==> src/hdl/utkn_pkg.sv <==
// Package for the UTF-8 text key normaliser: transfer types, register map,
// queue sizing and the punctuation lookup. No dependencies.
package utkn_pkg;

    localparam int ADDR_W  = 3;
    localparam int QDEPTH  = 4;
    localparam int QPTR_W  = $clog2(QDEPTH);
    localparam int QCNT_W  = $clog2(QDEPTH + 1);

    localparam logic [15:0] CAPACITY_RESET = 16'd255;
    localparam logic        REG_CAPACITY   = 1'b0;   // register index, paddr[2]

    localparam logic [7:0] CONT_MASK  = 8'hC0;
    localparam logic [7:0] CONT_CODE  = 8'h80;
    localparam logic [7:0] LEAD2_MASK = 8'hE0;
    localparam logic [7:0] LEAD2_CODE = 8'hC0;
    localparam logic [7:0] LEAD3_MASK = 8'hF0;
    localparam logic [7:0] LEAD3_CODE = 8'hE0;
    localparam logic [7:0] LEAD4_MASK = 8'hF8;
    localparam logic [7:0] LEAD4_CODE = 8'hF0;

    localparam logic [2:0] SEQ_NONE = 3'd0;
    localparam logic [2:0] SEQ_LEN2 = 3'd2;
    localparam logic [2:0] SEQ_LEN3 = 3'd3;
    localparam logic [2:0] SEQ_LEN4 = 3'd4;

    typedef struct packed {
        logic [7:0] in_byte;
        logic       last;
    } in_item_t;

    typedef struct packed {
        logic [7:0]  out_byte;
        logic        byte_valid;
        logic        end_of_text;
        logic [15:0] total_bytes;
    } out_item_t;

    // One group of results caused by one input transfer
    typedef struct packed {
        logic [3:0][7:0] bytes;
        logic [2:0]      n;
        logic            eot;
        logic [15:0]     base;
    } grp_t;

    typedef struct packed {
        logic full;
        logic empty;
    } q_status_t;

    function automatic logic is_punct(input logic [2:0] len, input logic [7:0] a,
                                      input logic [7:0] b, input logic [7:0] c);
        logic r;
        r = 1'b0;
        if (len == SEQ_LEN2)
        begin
            r = (a == 8'hC2) && (b == 8'hB7);
        end
        else if (len == SEQ_LEN3)
        begin
            if (a == 8'hE2 && b == 8'h80)
            begin
                r = c inside {8'h94, 8'h98, 8'h99, 8'h9C, 8'h9D, 8'hA6};
            end
            else if (a == 8'hE3 && b == 8'h80)
            begin
                r = c inside {[8'h80:8'h82], [8'h8A:8'h91]};
            end
            else if (a == 8'hEF && b == 8'hBC)
            begin
                r = c inside {8'h81, 8'h88, 8'h89, [8'h8C:8'h8E], 8'h9A, 8'h9B, 8'h9F};
            end
            else if (a == 8'hEF && b == 8'hBD)
            begin
                r = (c == 8'h9E);
            end
        end
        return r;
    endfunction

endpackage

==> src/hdl/utkn_front.sv <==
// Front end: takes text bytes, tracks the open UTF-8 sequence and the output
// count, and emits at most one result group per transfer. Depends on utkn_pkg.
module utkn_front (
    input  logic                clk,
    input  logic                rst_n,
    input  logic                acc,
    input  utkn_pkg::in_item_t  in_data,
    input  logic [15:0]         capacity,
    output logic                push,
    output utkn_pkg::grp_t      grp
);

    logic [23:0] pend_reg, pend_next;
    logic [2:0]  exp_reg, exp_next;
    logic [1:0]  cnt_reg, cnt_next;
    logic [15:0] wc_reg, wc_next;
    logic        stop_reg, stop_next;

    logic [7:0] b, lc;
    logic       eot, fresh;
    logic [7:0] s0, s1, s2, s3;

    always_ff @(posedge clk or negedge rst_n)
    begin
        if (!rst_n)
        begin
            pend_reg <= '0;
            exp_reg  <= utkn_pkg::SEQ_NONE;
            cnt_reg  <= '0;
            wc_reg   <= '0;
            stop_reg <= 1'b0;
        end
        else
        begin
            pend_reg <= pend_next;
            exp_reg  <= exp_next;
            cnt_reg  <= cnt_next;
            wc_reg   <= wc_next;
            stop_reg <= stop_next;
        end
    end

    // order the held bytes plus the new one, lead first
    always_comb
    begin
        s0 = pend_reg[7:0];
        s1 = b;
        s2 = 8'h00;
        s3 = 8'h00;
        case (cnt_reg)
            2'd2:
            begin
                s0 = pend_reg[15:8];
                s1 = pend_reg[7:0];
                s2 = b;
            end
            2'd3:
            begin
                s0 = pend_reg[23:16];
                s1 = pend_reg[15:8];
                s2 = pend_reg[7:0];
                s3 = b;
            end
            default:
            begin
                s0 = pend_reg[7:0];
                s1 = b;
            end
        endcase
    end

    always_comb
    begin
        b         = in_data.in_byte;
        eot       = (b == 8'h00) || in_data.last;
        lc        = (b >= 8'h41 && b <= 8'h5A) ? b + 8'd32 : b;
        fresh     = 1'b1;
        pend_next = pend_reg;
        exp_next  = exp_reg;
        cnt_next  = cnt_reg;
        wc_next   = wc_reg;
        stop_next = stop_reg;
        grp.bytes = '0;
        grp.n     = 3'd0;
        grp.eot   = eot;
        grp.base  = wc_reg;

        if (acc)
        begin
            if (b != 8'h00 && !stop_reg)
            begin
                if (exp_reg != utkn_pkg::SEQ_NONE)
                begin
                    if ((b & utkn_pkg::CONT_MASK) == utkn_pkg::CONT_CODE)
                    begin
                        fresh = 1'b0;
                        if ({1'b0, cnt_reg} + 3'd1 < exp_reg)
                        begin
                            pend_next = {pend_reg[15:0], b};
                            cnt_next  = cnt_reg + 2'd1;
                        end
                        else
                        begin
                            pend_next = '0;
                            exp_next  = utkn_pkg::SEQ_NONE;
                            cnt_next  = '0;
                            if (!utkn_pkg::is_punct(exp_reg, s0, s1, s2))
                            begin
                                if ({1'b0, wc_reg} + 17'(exp_reg) > {1'b0, capacity})
                                begin
                                    stop_next = 1'b1;
                                end
                                else
                                begin
                                    grp.bytes = {s3, s2, s1, s0};
                                    grp.n     = exp_reg;
                                    wc_next   = wc_reg + 16'(exp_reg);
                                end
                            end
                        end
                    end
                    else
                    begin
                        pend_next = '0;
                        exp_next  = utkn_pkg::SEQ_NONE;
                        cnt_next  = '0;
                    end
                end
                if (fresh)
                begin
                    if (wc_reg >= capacity)
                    begin
                        stop_next = 1'b1;
                    end
                    else if (!b[7])
                    begin
                        if ((lc >= 8'h61 && lc <= 8'h7A) || (lc >= 8'h30 && lc <= 8'h39))
                        begin
                            grp.bytes[0] = lc;
                            grp.n        = 3'd1;
                            wc_next      = wc_reg + 16'd1;
                        end
                    end
                    else if ((b & utkn_pkg::LEAD2_MASK) == utkn_pkg::LEAD2_CODE)
                    begin
                        pend_next = {16'h0000, b};
                        cnt_next  = 2'd1;
                        exp_next  = utkn_pkg::SEQ_LEN2;
                    end
                    else if ((b & utkn_pkg::LEAD3_MASK) == utkn_pkg::LEAD3_CODE)
                    begin
                        pend_next = {16'h0000, b};
                        cnt_next  = 2'd1;
                        exp_next  = utkn_pkg::SEQ_LEN3;
                    end
                    else if ((b & utkn_pkg::LEAD4_MASK) == utkn_pkg::LEAD4_CODE)
                    begin
                        pend_next = {16'h0000, b};
                        cnt_next  = 2'd1;
                        exp_next  = utkn_pkg::SEQ_LEN4;
                    end
                end
            end
            if (eot)
            begin
                pend_next = '0;
                exp_next  = utkn_pkg::SEQ_NONE;
                cnt_next  = '0;
                wc_next   = '0;
                stop_next = 1'b0;
            end
        end
        push = acc && ((grp.n != 3'd0) || eot);
    end

endmodule

==> src/hdl/utkn_queue.sv <==
// Short group queue between front and back ends. Depends on utkn_pkg.
module utkn_queue (
    input  logic                  clk,
    input  logic                  rst_n,
    input  logic                  push,
    input  utkn_pkg::grp_t        wr_grp,
    input  logic                  pop,
    output utkn_pkg::grp_t        head,
    output utkn_pkg::q_status_t   status
);

    utkn_pkg::grp_t                    mem_reg [utkn_pkg::QDEPTH];
    logic [utkn_pkg::QPTR_W-1:0]       wp_reg, wp_next;
    logic [utkn_pkg::QPTR_W-1:0]       rp_reg, rp_next;
    logic [utkn_pkg::QCNT_W-1:0]       cnt_reg, cnt_next;

    function automatic logic [utkn_pkg::QCNT_W-1:0] QCNT_ONE(input logic v);
        return {{(utkn_pkg::QCNT_W-1){1'b0}}, v};
    endfunction

    always_ff @(posedge clk)
    begin
        if (push)
        begin
            mem_reg[wp_reg] <= wr_grp;
        end
    end

    always_ff @(posedge clk or negedge rst_n)
    begin
        if (!rst_n)
        begin
            wp_reg  <= '0;
            rp_reg  <= '0;
            cnt_reg <= '0;
        end
        else
        begin
            wp_reg  <= wp_next;
            rp_reg  <= rp_next;
            cnt_reg <= cnt_next;
        end
    end

    always_comb
    begin
        wp_next  = push ? wp_reg + utkn_pkg::QPTR_W'(1) : wp_reg;
        rp_next  = pop ? rp_reg + utkn_pkg::QPTR_W'(1) : rp_reg;
        cnt_next = cnt_reg + QCNT_ONE(push) - QCNT_ONE(pop);
        head     = mem_reg[rp_reg];
        status.full  = (cnt_reg == utkn_pkg::QCNT_W'(utkn_pkg::QDEPTH));
        status.empty = (cnt_reg == '0);
    end

endmodule

==> src/hdl/utkn_back.sv <==
// Back end: splits result groups into single result transfers behind an
// output register. Depends on utkn_pkg.
module utkn_back (
    input  logic                  clk,
    input  logic                  rst_n,
    input  utkn_pkg::grp_t        head,
    input  logic                  empty,
    output logic                  pop,
    output logic                  out_valid,
    input  logic                  out_stall,
    output utkn_pkg::out_item_t   out_data
);

    logic                 ov_reg, ov_next;
    utkn_pkg::out_item_t  od_reg, od_next;
    logic [1:0]           idx_reg, idx_next;
    logic                 take, last_piece;

    always_ff @(posedge clk or negedge rst_n)
    begin
        if (!rst_n)
        begin
            ov_reg  <= 1'b0;
            idx_reg <= '0;
        end
        else
        begin
            ov_reg  <= ov_next;
            idx_reg <= idx_next;
        end
    end

    always_ff @(posedge clk)
    begin
        od_reg <= od_next;
    end

    always_comb
    begin
        take       = !empty && (!ov_reg || !out_stall);
        last_piece = (head.n == 3'd0) || ({1'b0, idx_reg} + 3'd1 == head.n);
        od_next    = od_reg;
        if (take)
        begin
            if (head.n == 3'd0)
            begin
                od_next.out_byte    = 8'h00;
                od_next.byte_valid  = 1'b0;
                od_next.total_bytes = head.base;
            end
            else
            begin
                od_next.out_byte    = head.bytes[idx_reg];
                od_next.byte_valid  = 1'b1;
                od_next.total_bytes = head.base + 16'(idx_reg) + 16'd1;
            end
            od_next.end_of_text = head.eot && last_piece;
        end
        if (take)
        begin
            ov_next = 1'b1;
        end
        else if (!out_stall)
        begin
            ov_next = 1'b0;
        end
        else
        begin
            ov_next = ov_reg;
        end
        if (take)
        begin
            idx_next = last_piece ? 2'd0 : idx_reg + 2'd1;
        end
        else
        begin
            idx_next = idx_reg;
        end
        pop       = take && last_piece;
        out_valid = ov_reg;
        out_data  = od_reg;
    end

endmodule

==> src/hdl/utkn_top.sv <==
// UTF-8 text key normaliser, top level: APB capacity register, front end,
// group queue and back end. Depends on utkn_pkg, utkn_front, utkn_queue, utkn_back.
//
// One text byte is taken per cycle while the four-entry group queue has room;
// each byte yields zero to four result transfers, and the back end sends one
// result per cycle while out_stall is low, so a text whose bytes each give at
// most one result runs at one byte per cycle. A kept multibyte character gives one
// result per byte. The capacity register (address 0, reset 255) is to be written
// by the user only while the block is idle; the block itself does not enforce this.
module utf8_text_key_normalizer_top (
    input  logic                          clk,
    input  logic                          rst_n,
    input  logic                          psel,
    input  logic                          penable,
    input  logic                          pwrite,
    input  logic [utkn_pkg::ADDR_W-1:0]   paddr,
    input  logic [31:0]                   pwdata,
    output logic [31:0]                   prdata,
    output logic                          pready,
    input  logic                          in_valid,
    output logic                          in_stall,
    input  utkn_pkg::in_item_t            in_data,
    output logic                          out_valid,
    input  logic                          out_stall,
    output utkn_pkg::out_item_t           out_data
);

    logic [15:0]          cap_reg;
    logic                 acc, push, pop;
    utkn_pkg::grp_t       wr_grp, head;
    utkn_pkg::q_status_t  qs;

    always_ff @(posedge clk or negedge rst_n)
    begin
        if (!rst_n)
        begin
            cap_reg <= utkn_pkg::CAPACITY_RESET;
        end
        else if (psel && penable && pwrite && paddr[2] == utkn_pkg::REG_CAPACITY)
        begin
            cap_reg <= pwdata[15:0];
        end
    end

    assign pready   = 1'b1;
    assign prdata   = (paddr[2] == utkn_pkg::REG_CAPACITY) ? {16'h0000, cap_reg} : 32'h0;
    assign in_stall = qs.full;
    assign acc      = in_valid && !qs.full;

    utkn_front u_front (
        .clk      (clk),
        .rst_n    (rst_n),
        .acc      (acc),
        .in_data  (in_data),
        .capacity (cap_reg),
        .push     (push),
        .grp      (wr_grp)
    );

    utkn_queue u_queue (
        .clk    (clk),
        .rst_n  (rst_n),
        .push   (push),
        .wr_grp (wr_grp),
        .pop    (pop),
        .head   (head),
        .status (qs)
    );

    utkn_back u_back (
        .clk       (clk),
        .rst_n     (rst_n),
        .head      (head),
        .empty     (qs.empty),
        .pop       (pop),
        .out_valid (out_valid),
        .out_stall (out_stall),
        .out_data  (out_data)
    );

    a_no_overflow: assert property (@(posedge clk) disable iff (!rst_n)
        qs.full |-> !push)
        else $error("group queue overflow");

    a_no_underflow: assert property (@(posedge clk) disable iff (!rst_n)
        pop |-> !qs.empty)
        else $error("group queue underflow");

    a_count_nonzero: assert property (@(posedge clk) disable iff (!rst_n)
        out_valid && out_data.byte_valid |-> out_data.total_bytes != 16'd0)
        else $error("emitted byte with zero running count");

    a_end_only: assert property (@(posedge clk) disable iff (!rst_n)
        out_valid && !out_data.byte_valid |-> out_data.end_of_text)
        else $error("empty result transfer without end of text");

endmodule

==> config.mk <==
export PLATFORM = sky130hd
export DESIGN_NAME = utf8_text_key_normalizer_top
export DESIGN_NICKNAME = d
export VERILOG_FILES = /design/src/hdl/utkn_pkg.sv /design/src/hdl/utkn_front.sv /design/src/hdl/utkn_queue.sv /design/src/hdl/utkn_back.sv /design/src/hdl/utkn_top.sv
export SDC_FILE = /design/constraint.sdc
export NUM_CORES = 1
export LEC_CHECK = 0
export ABC_AREA = 1
export BUFFER_PORTS_ARGS = -buffer_cell sky130_fd_sc_hd__buf_4
export CAP_MARGIN = 20
export CORE_ASPECT_RATIO = 1.5
export CORE_MARGIN = 2
export CORE_UTILIZATION = 40
export CTS_BUF_LIST = sky130_fd_sc_hd__clkbuf_16
export DETAILED_ROUTE_END_ITERATION = 16
export GPL_ROUTABILITY_DRIVEN = 0
export PLACE_DENSITY = 0.65
export SKIP_LAST_GASP = 1
export SYNTH_ARGS = -nofsm -noshare
export SYNTH_HDL_FRONTEND = slang
export SYNTH_SLANG_ARGS = --single-unit
==> constraint.sdc <==
create_clock -name clk -period 18.67 [get_ports clk]
set_input_delay 0.9335 -clock clk [delete_from_list [all_inputs] [get_ports clk]]
set_output_delay 0.9335 -clock clk [all_outputs]
set_load 0.03 [all_outputs]
==> metrics.md, run 1 <==
| Metric | Value |
|---|---|
| Max VDD drop | 0.0709 mV |
| Comb pwr share | 0.353 |
| Endpoint class of the critical path | flip-flop |
| Leakage | 7.13 nW |
| Vias per cell | 5.34 |
| Clk root buf | clkbuf_16 |
| TritonCTS clock tree | yes |
| # clock sinks | 306 |
| DRC Markers | 0 |
| Post-synth cell types | 55 |
| Design Area, Final | 17800 um2 |
| # IOs | 112 |
| First-pass GRT wire length | 60.7 mm |
| DIE HEIGHT | 248 um |
| Clk buf depth | 3 |
| Nets@finish | 1819 |
| Worst setup margin | 12.91 ns |
| Worst min-delay path class | primary input to async pin |
| Final Cycle Share | 0.308 |
| Fmax | 174 MHz |
| Placed cells | 2183 |
| Initial drt markers | 843 |
| CTS H-tree lvls | 1 |
| Status | finished clean |
| Arrival @ worst endpoint | 5.94 ns |
| Final setup TNS | 0 ns |
| Clk pwr share | 0.244 |
| Clock Pin Slew Worst Setup and Hold Paths | 0.07 ns |
| Seq cells post-synth | 306 |
| RSZ-0062 raised after global routing | false |
| Antenna viol nets, final | 0 |
| Synth Instances | 1664 |
| Tmin final | 5.76 ns |
| Sequential area share after synthesis | 0.556 |
| Rel. slew slack | 0.301 |
| DP HPWL | 25.9 mm |
| Routed Wire Length | 38.2 mm |
| Diode count | 0 |
| Syn Area/Cell | 9.55 um2 |
| Fin Clk Skew | 0.00842 ns |
| Critical path class | flip-flop to flip-flop |
| Site Rows | 89 |
| Worst slew pin tran | 1.05 ns |
| Detailed-route via count | 11930 |
| Post-CTS setup repair buffer count | 0 |
| Final Hold Viols | 0 |
| Fill cells | 3653 |
| Final slew viol count | 0 |
| Ys async rst share | 0.235 |
| TritonCTS Buffers | 28 |
| Max-cap violation count | 0 |
| NetSw | 919 uW |
| Hold buffers post-CTS | 0 |
| WP data required | 18.85 ns |
| First drt pass iteration count | 6 |
| Initial core utilization | 0.404 |
| Finished Layout Cells | 2233 |
| Die area | 41400 um2 |
| Number of antenna violations at the first check in global routing | 0 |
| Yosys warning total | 0 |
| Gr usage total | 0.182 |
| Layout area overhead | 11.9% |
| Pre-CTS setup slack | 13.00 ns |
| Share of cells above drive strength 1 | 0.110 |
| Max reg flops | 208 |
| EDFF count, synth | 234 |
| Clk_lat worst skew | 0.55 ns |
| Power Internal | 1.52 mW |
| Post-cts gate resize count | 0 |
| Switching share of power | 0.377 |
| Mapped Area | 15900 um2 |
| CORE AREA | 39300 um2 |
| Largest net degree at the start of global routing | 84 |
| Vias in the first global route | 11665 |
| Die Span X | 167 um |
| Max Fanout on Critical Path | 34 |
| IO Port Bufs | 76 |
| Setup crit start kind | flip-flop |
| Tightest hold margin | 0.268 ns |
| Pwr/cell area | 137 nW/um2 |
| Placed cell area | 16800 um2 |
| Gr ovfl total | 0 |
| Dominant synthesized flop cell | edfxtp_1 |
| Sequential group share of total power | 0.403 |
| Routed WL per cell | 17.1 um |
| Final setup viols | 0 |
## cell usage in the layout (no fill, tap or decap), types with 18 or more instances in the layout
| cell | count |
|---|---|
| a211oi_1 | 18 |
| nand2_1 | 299 |
| o21ai_0 | 132 |
| a21oi_1 | 62 |
| o22ai_1 | 27 |
| nand3_1 | 80 |
| inv_1 | 149 |
| edfxtp_1 | 234 |
| clkbuf_16 | 29 |
| xor2_1 | 35 |
| nor2_1 | 227 |
| dfrtp_1 | 63 |
| conb_1 | 21 |
| nor3_1 | 21 |
| ha_1 | 51 |
| buf_4 | 93 |
## worst paths after layout
check                           depth (start not counted)                      to              start  slack (ns)
max in group asynchronous                               2       u_queue.rp_reg[0]              rst_n       17.38
worst max-delay path                                   25  u_queue.mem_reg[2][42]  u_front.wc_reg[2]       12.91
worst max register to register                         25  u_queue.mem_reg[2][42]  u_front.wc_reg[2]       12.91
worst min register to register                          2              cap_reg[0]         cap_reg[0]        0.51
min in group clk                                        2              cap_reg[0]         cap_reg[0]        0.51
worst min-delay path                                    1             cap_reg[10]              rst_n        0.27
## worst max-delay path, stage by stage (launching register included)
cell and delay [ns]:
dfrtp_1 0.53, ha_1 0.43, nand3_1 0.12, nand2_1 0.08
nand2_1 0.10, nor3_1 0.57, nand2_1 0.19, nor2_1 0.16
xor2_1 0.23, ha_1 0.28, nand2_1 0.06, inv_1 0.03
nand3_1 0.11, nor2_1 0.06, nor2_1 0.09, nand3_1 0.09
nand2_1 0.16, inv_1 0.11, nor2_4 0.29, nand3_1 0.13
nand2_1 0.08, nand2_1 0.13, nand2_2 0.13, inv_2 0.11
nor2_4 0.52, buf_4 0.58
## stage by stage
step | utilization | total power, mW
floorplan | - | 1.59
global placement | 0.427 | 1.83
detailed placement | 0.427 | 1.86
CTS | 0.452 | 2.46
global route | 0.452 | 2.60
finish | 0.452 | 2.44
## final cells by class
class                   instances  area [um2]  area share
flip-flops and latches        306        8840       0.497
multi-input cells            1128        6050       0.340
clock buffers                  29         726      0.0408
repair buffers                 94         726      0.0408
well taps                     500         626      0.0352
inverters                     156         588      0.0331
clock inverters                20         231      0.0130
## layer usage
| layer | wire length, um | share of wire | global-route usage | vias up |
|---|---|---|---|---|
| met2 | 20000 | 0.52 | 0.342 | 335 |
| met1 | 15300 | 0.40 | 0.211 | 5729 |
| met5 | 0 | 0 | 0 | - |
| met4 | 1300 | 0.034 | 0.0776 | 0 |
| met3 | 1570 | 0.041 | 0.0180 | 71 |
| li1 | - | - | - | 5795 |
## power by group through the flow
stage,Sequential [mW],Combinational (mW),Clock [mW]
final,0.982,0.862,0.595
after global routing,0.997,0.966,0.636
after CTS,0.991,0.859,0.608
after detailed placement,1.00,0.855,0
after global placement,1.00,0.831,0
after floorplan,1.02,0.566,0
## cell families after synthesis
kind of cell	after synthesis	share of synthesized area
muxes	1	0.000630
other	2	0.000473
DFF	306	0.556
xor gates and xnor gates	40	0.0221
and+or+nand+nor	678	0.180
buffers and inverters	249	0.0695
AOI/OAI and AO/OA	334	0.127
adders and majority gates	54	0.0439
## Yosys cell counts, types with 3 or more instances
cell	number	area, um2
a32oi_1	4	35.0
nand3_1	80	400
o21ai_2	3	26.3
ha_1	51	638
buf_4	21	158
a211oi_1	18	135
o211ai_1	4	30.0
fa_1	3	60.1
o32ai_1	5	43.8
a221oi_1	3	26.3
nand2_2	6	37.5
nand2_1	299	1120
xnor2_1	5	43.8
nand4_1	15	93.8
a21oi_2	3	26.3
a32o_1	11	110
edfxtp_1	234	7030
inv_2	7	26.3
inv_1	146	548
nor3_2	6	60.1
dfstp_2	8	210
o22ai_1	27	169
o21ai_0	132	661
clkbuf_1	43	161
a31oi_1	5	31.3
xor2_1	35	307
a21oi_1	62	310
dfrtp_1	64	1600
nor4_1	4	25.0
o21ai_1	13	65.1
a22oi_1	16	120
o221ai_1	8	70.1
nor2_1	231	867
buf_6	9	101
buf_2	17	85.1
nor2_2	6	37.5
nor3_1	21	105
buf_1	3	11.3
o31ai_1	16	120
No activity file was read; power rests on OpenSTA's default activity.
==> run 2: changes to the inputs <==
ABC_AREA = 0   (was 1)
clock period = 5.3 ns   (was 18.67 ns; I/O delays follow)
==> run 2 against run 1 <==
Net effect:
- clock skew up 0.0061 ns
- critical path depth unchanged
- sequential power rose to 3.3 times the previous value
- sequential share of layout area up 1.2 points
- hold slack worse by 0.20 ns
- wire length down 12%
- non-clock buffer count up 46
- count of clock-buffer cells in the layout unchanged
==> metrics.md, run 2 <==
| Metric | Value |
|---|---|
| Max Fanout on Critical Path | 3 |
| Sequential group share of total power | 0.423 |
| DP HPWL | 23.9 mm |
| Leakage | 6.57 nW |
| Sequential area share after synthesis | 0.588 |
| CORE AREA | 37300 um2 |
| Switching share of power | 0.321 |
| # clock sinks | 306 |
| IO Port Bufs | 76 |
| Post-synth top area share | 0.467 |
| Worst min-delay path class | primary input to flip-flop |
| Critical path class | flip-flop to flip-flop |
| CTS H-tree lvls | 1 |
| Share of cells above drive strength 1 | 0.221 |
| Diode count | 0 |
| Post-synth cell types | 79 |
| Comb pwr share | 0.323 |
| Max-cap violation count | 0 |
| Clk buf depth | 3 |
| NetSw | 2.49 mW |
| Max reg flops | 208 |
| Site Rows | 87 |
| Die area | 39200 um2 |
| Number of antenna violations at the first check in global routing | 0 |
| Worst path buffer plus inverter count | 5 |
| Vias per cell | 5.52 |
| Setup crit start kind | flip-flop |
| Fmax | 206 MHz |
| Antenna viol nets, final | 0 |
| Max VDD drop | 0.202 mV |
| Final setup viols | 0 |
| Routed WL per cell | 19.3 um |
| Fin Clk Skew | 0.0146 ns |
| Worst setup margin | 0.440 ns |
| DIE HEIGHT | 241 um |
| Seq cells post-synth | 306 |
| Nets@finish | 1325 |
| DRC Markers | 0 |
| Vias in the first global route | 9738 |
| Most frequent cells in the layout | 234 x edfxtp_1, 118 x buf_4, 73 x nor2_1 |
| WP data required | 5.77 ns |
| Pwr/cell area | 447 nW/um2 |
| Final setup TNS | 0 ns |
| Top cells by area, synth | edfxtp_1 47%, dfrtp_1 11%, mux4_2 8.8% |
| Tmin final | 4.86 ns |
| Initial drt markers | 678 |
| Most frequent CP cell | ha_1 |
| Dominant synthesized flop cell | edfxtp_1 |
| Most common cell in the synthesized netlist | edfxtp_1 |
| Post-CTS setup repair buffer count | 0 |
| Ys async rst share | 0.235 |
| Layout area overhead | 15.6% |
| Pre-CTS setup slack | 0.104 ns |
| Arrival @ worst endpoint | 5.33 ns |
| Gr ovfl total | 0 |
| Routed Wire Length | 33.5 mm |
| Clk pwr share | 0.254 |
| TritonCTS clock tree | yes |
| Largest area contributor in the netlist | edfxtp_1 |
| Gr usage total | 0.171 |
| # IOs | 112 |
| R2R depth | 25 |
| Clock Pin Slew Worst Setup and Hold Paths | 0.07 ns |
| Hold path depth | 2 |
| Rel. slew slack | 0.341 |
| Synth Instances | 1109 |
| Initial core utilization | 0.403 |
| Final slew viol count | 0 |
| Largest net degree at the start of global routing | 73 |
| EDFF count, synth | 234 |
| Yosys warning total | 0 |
| Slowest-stage cell, CP | fa_1 |
| RSZ-0062 raised after global routing | false |
| First-pass GRT wire length | 52.7 mm |
| Clk root buf | clkbuf_16 |
| Syn Area/Cell | 13.6 um2 |
| Endpoint class of the critical path | flip-flop |
| Fill cells | 3233 |
| Clk_lat worst skew | 0.55 ns |
| First drt pass iteration count | 5 |
| Final Total Pwr | 7.77 mW |
| Slowest Stage Delay on Critical Path | 0.41 ns |
| Top delay family on crit path | adder cells |
| TritonCTS Buffers | 29 |
| WP depth | 25 |
| Commonest non-fill, non-tap cell in the layout | edfxtp_1 |
| Detailed-route via count | 9560 |
| Status | finished clean |
| Final Cycle Share | 0.917 |
| Commonest cells post-synth | 234 x edfxtp_1, 73 x nor2_1, 64 x dfrtp_1, 64 x nand2_1, 59 x mux4_2 |
| Worst slew pin tran | 0.989 ns |
| Mapped Area | 15000 um2 |
| Die Span X | 162 um |
| Final Hold Viols | 0 |
| Power Internal | 5.27 mW |
==> run 2: cell types whose count changed after synthesis, moves of 39 or more <==
cell     change
nor2_1     -158
o21ai_0     -94
inv_1      -103
nand3_1     -57
nand2_1    -235
a22o_1      +39
mux4_2      +59
==> run 2: worst paths after layout <==
path,startpoint,end,slack [ns]
setup / recovery,u_front.exp_reg[0],u_queue.cnt_reg[2],0.44
hold / removal,in_data[1],u_front.pend_reg[0],0.07
setup reg to reg,u_front.exp_reg[0],u_queue.cnt_reg[2],0.44
hold reg to reg,cap_reg[12],cap_reg[12],0.50
max in group asynchronous,rst_n,u_queue.rp_reg[0],4.10
min in group asynchronous,rst_n,u_front.wc_reg[9],0.39
==> run 2: through the flow <==
step                hold slack, ns  instance area, um2   util  std cells
floorplan                  -0.0306               15100      -       1128
global placement             0.469               16300  0.435       1659
detailed placement           0.471               16300  0.436       1660
CTS                         0.0369               17400  0.465       1731
global route                0.0420               17400  0.466       1731
finish                      0.0669               17400  0.466       1731
==> run 2: area by class of cell <==
class | count | area (um2) | share of cell area
Sequential cell | 306 | 8840 | 0.509
Tap cell | 489 | 612 | 0.0352
Timing Repair Buffer | 140 | 1150 | 0.0659
Clock buffer | 29 | 726 | 0.0417
Inverter | 45 | 169 | 0.00972
Multi-Input combinational cell | 698 | 5700 | 0.328
Clock inverter | 24 | 186 | 0.0107
==> run 2: kinds of logic (layout without fill, tap and decap cells) <==
kind of cell / Yosys count / after routing / synth area share
and+or+nand+nor: 277 / 277 / 0.0926
other: 2 / 21 / 0.000499
AOI/OAI and AO/OA: 226 / 226 / 0.105
DFF: 306 / 306 / 0.588
adders and majority gates: 54 / 54 / 0.0464
buffers and inverters: 124 / 238 / 0.0405
xor gates and xnor gates: 42 / 42 / 0.0245
muxes: 78 / 78 / 0.102
==> run 2: power by group through the flow <==
| stage | Sequential [mW] | Clock (mW) | Combinational (mW) |
|---|---|---|---|
| floorplan | 3.45 | 0 | 1.65 |
| global placement | 3.33 | 0 | 2.49 |
| detailed placement | 3.35 | 0 | 2.53 |
| CTS | 3.30 | 2.03 | 2.54 |
| global route | 3.33 | 2.13 | 2.75 |
| finish | 3.28 | 1.98 | 2.51 |
==> run 2: repair_timing <==
item	in CTS	in global routing
setup endpoints to repair	0	53
endpoints found under the hold margin	81	0
resized for setup	0	7
hold buffers	18	0
==> run 2: per-layer routing <==
layer | GRT usage | vias up | part of all wire
li1 | - | 4441 | -
met1 | 0.206 | 4767 | 0.41
met2 | 0.313 | 277 | 0.52
met3 | 0.0195 | 75 | 0.041
met4 | 0.0705 | 0 | 0.037
met5 | 0 | - | 0
==> run 3: changes to the inputs <==
clock period = 5.6 ns   (was 5.3 ns; I/O delays follow)
==> run 3 against run 2 <==
Net effect:
- count of clock-buffer cells in the layout unchanged
- via count decreased by 0.56%
- first-iteration DRC count increased by 18%
- largest cell class unchanged
==> metrics.md, run 3 (synthesis gave the netlist of run 2 again) <==
| Metric | Value |
|---|---|
| Final setup viols | 0 |
| Initial core utilization | 0.403 |
| Critical path class | flip-flop to flip-flop |
| Diode count | 0 |
| Max-cap violation count | 0 |
| Routed WL per cell | 19.3 um |
| First drt pass iteration count | 5 |
| First-pass GRT wire length | 52.2 mm |
| # IOs | 112 |
| Clk_lat worst skew | 0.55 ns |
| Hold_sp | in_data[3] |
| Die area | 39200 um2 |
| Fmax | 193 MHz |
| Setup crit start kind | flip-flop |
| Endpoint class of the critical path | flip-flop |
| Tmin final | 5.18 ns |
| Vias per cell | 5.51 |
| Die Span X | 162 um |
| WP data required | 6.06 ns |
| Commonest non-fill, non-tap cell in the layout | edfxtp_1 |
| DP HPWL | 23.6 mm |
| Post-CTS setup repair buffer count | 0 |
| Largest net degree at the start of global routing | 73 |
| Pre-CTS setup slack | 0.289 ns |
| Fin Clk Skew | 0.0137 ns |
| Gr usage total | 0.169 |
| Clk buf depth | 3 |
| Routed Wire Length | 33.2 mm |
| Final slew viol count | 0 |
| Leakage | 6.55 nW |
| Max reg flops | 208 |
| Max VDD drop | 0.188 mV |
| TritonCTS Buffers | 28 |
| Worst slew pin tran | 0.987 ns |
| Vias in the first global route | 9540 |
| TritonCTS clock tree | yes |
| Status | finished clean |
| Nets@finish | 1318 |
| Final setup TNS | 0 ns |
| Worst min-delay path class | primary input to flip-flop |
| Fill cells | 3285 |
| Clk root buf | clkbuf_16 |
| CORE AREA | 37300 um2 |
| Site Rows | 87 |
| IO Port Bufs | 76 |
| Layout area overhead | 15.2% |
| Worst setup margin | 0.417 ns |
| Final Hold Viols | 0 |
| Arrival @ worst endpoint | 5.65 ns |
| DIE HEIGHT | 241 um |
| Share of cells above drive strength 1 | 0.211 |
| Critical Path Start | u_front.wc_reg[0] |
| # clock sinks | 306 |
| Antenna viol nets, final | 0 |
| Initial drt markers | 802 |
| Most frequent cells in the layout | 234 x edfxtp_1, 110 x buf_4, 73 x nor2_1 |
| Finished Core Util | 0.464 |
| Final Cycle Share | 0.926 |
| Number of antenna violations at the first check in global routing | 0 |
| Pwr/cell area | 422 nW/um2 |
| Reg2Reg Launch Point | u_front.wc_reg[0] |
| Clock Pin Slew Worst Setup and Hold Paths | 0.07 ns |
| CTS H-tree lvls | 1 |
| Gr ovfl total | 0 |
| Max Fanout on Critical Path | 3 |
| Detailed-route via count | 9506 |
| DRC Markers | 0 |
| Rel. slew slack | 0.342 |
run 3: cell count changes in the layout (fill, tap and decap cells not counted), moves of 2 or more:
cell	previous run	this run
clkinv_1	5	2
clkinv_2	6	2
buf_12	4	6
clkinv_4	4	2
buf_4	118	110
inv_1	46	52
run 3: cell type report:
cell class | count | area, um2 | area share
Clock inverter | 23 | 173 | 0.00996
Clock buffer | 29 | 726 | 0.0419
Timing Repair Buffer | 134 | 1130 | 0.0650
Inverter | 45 | 169 | 0.00975
Sequential cell | 306 | 8840 | 0.510
Multi-Input combinational cell | 698 | 5690 | 0.328
Tap cell | 489 | 612 | 0.0353
run 3: final timing paths:
| check | endpoint | slack [ns] | cells past startpoint |
|---|---|---|---|
| max | u_queue.cnt_reg[2] | 0.42 | 25 |
| min | u_front.pend_reg[2] | 0.08 | 2 |
| max reg2reg | u_queue.cnt_reg[2] | 0.42 | 25 |
| min reg2reg | u_queue.cnt_reg[2] | 0.49 | 1 |
| max in group asynchronous | u_queue.rp_reg[0] | 4.42 | 2 |
| min in group asynchronous | cap_reg[9] | 0.41 | 2 |
run 3: metrics by stage:
stage / cells / total power [mW] / hold WS (ns) / instance area (um2)
2_1_floorplan: 1128 / 4.84 / -0.0156 / 15100
3_3_place_gp: 1653 / 5.50 / 0.475 / 16200
3_5_place_dp: 1654 / 5.56 / 0.486 / 16200
4_1_cts: 1724 / 7.43 / 0.0551 / 17300
5_1_grt: 1724 / 7.74 / 0.0628 / 17300
6_report: 1724 / 7.32 / 0.0835 / 17300
run 3: critical path: stages (launching register included):
cell and delay (ns):
dfrtp_1 0.35, ha_1 0.17, inv_1 0.06, fa_1 0.40, nor2b_1 0.18, o21ai_0 0.20, nor3_2 0.28, xor2_1 0.18
ha_1 0.28, and3_1 0.21, nand4_1 0.15, a311oi_1 0.07, nor4_1 0.29, o21ai_1 0.19, nor3_2 0.30, nand3_2 0.11
a21o_1 0.22, a21oi_4 0.19, inv_2 0.07, ha_1 0.28, inv_1 0.05, ha_1 0.12, inv_1 0.04, fa_1 0.38
xnor2_1 0.18, xnor2_1 0.13
run 3: where the power goes:
group          leakage, nW  total [mW]  internal, mW  switching [mW]
sequential            3.13        3.13          2.90           0.231
combinational         2.96        2.34          1.05            1.29
clock                0.458        1.85          1.03           0.815
run 3: layer usage:
metal / part of all wire / global-route usage
met1: 0.41 / 0.207
met5: 0 / 0
met4: 0.032 / 0.0641
met3: 0.042 / 0.0199
met2: 0.52 / 0.307
run 3: what timing repair did:
action / CTS / global route
gates resized for setup: 0 / 3
hold buffers: 18 / 0
setup endpoints to repair: 0 / 2
hold endpoints to repair: 81 / 0
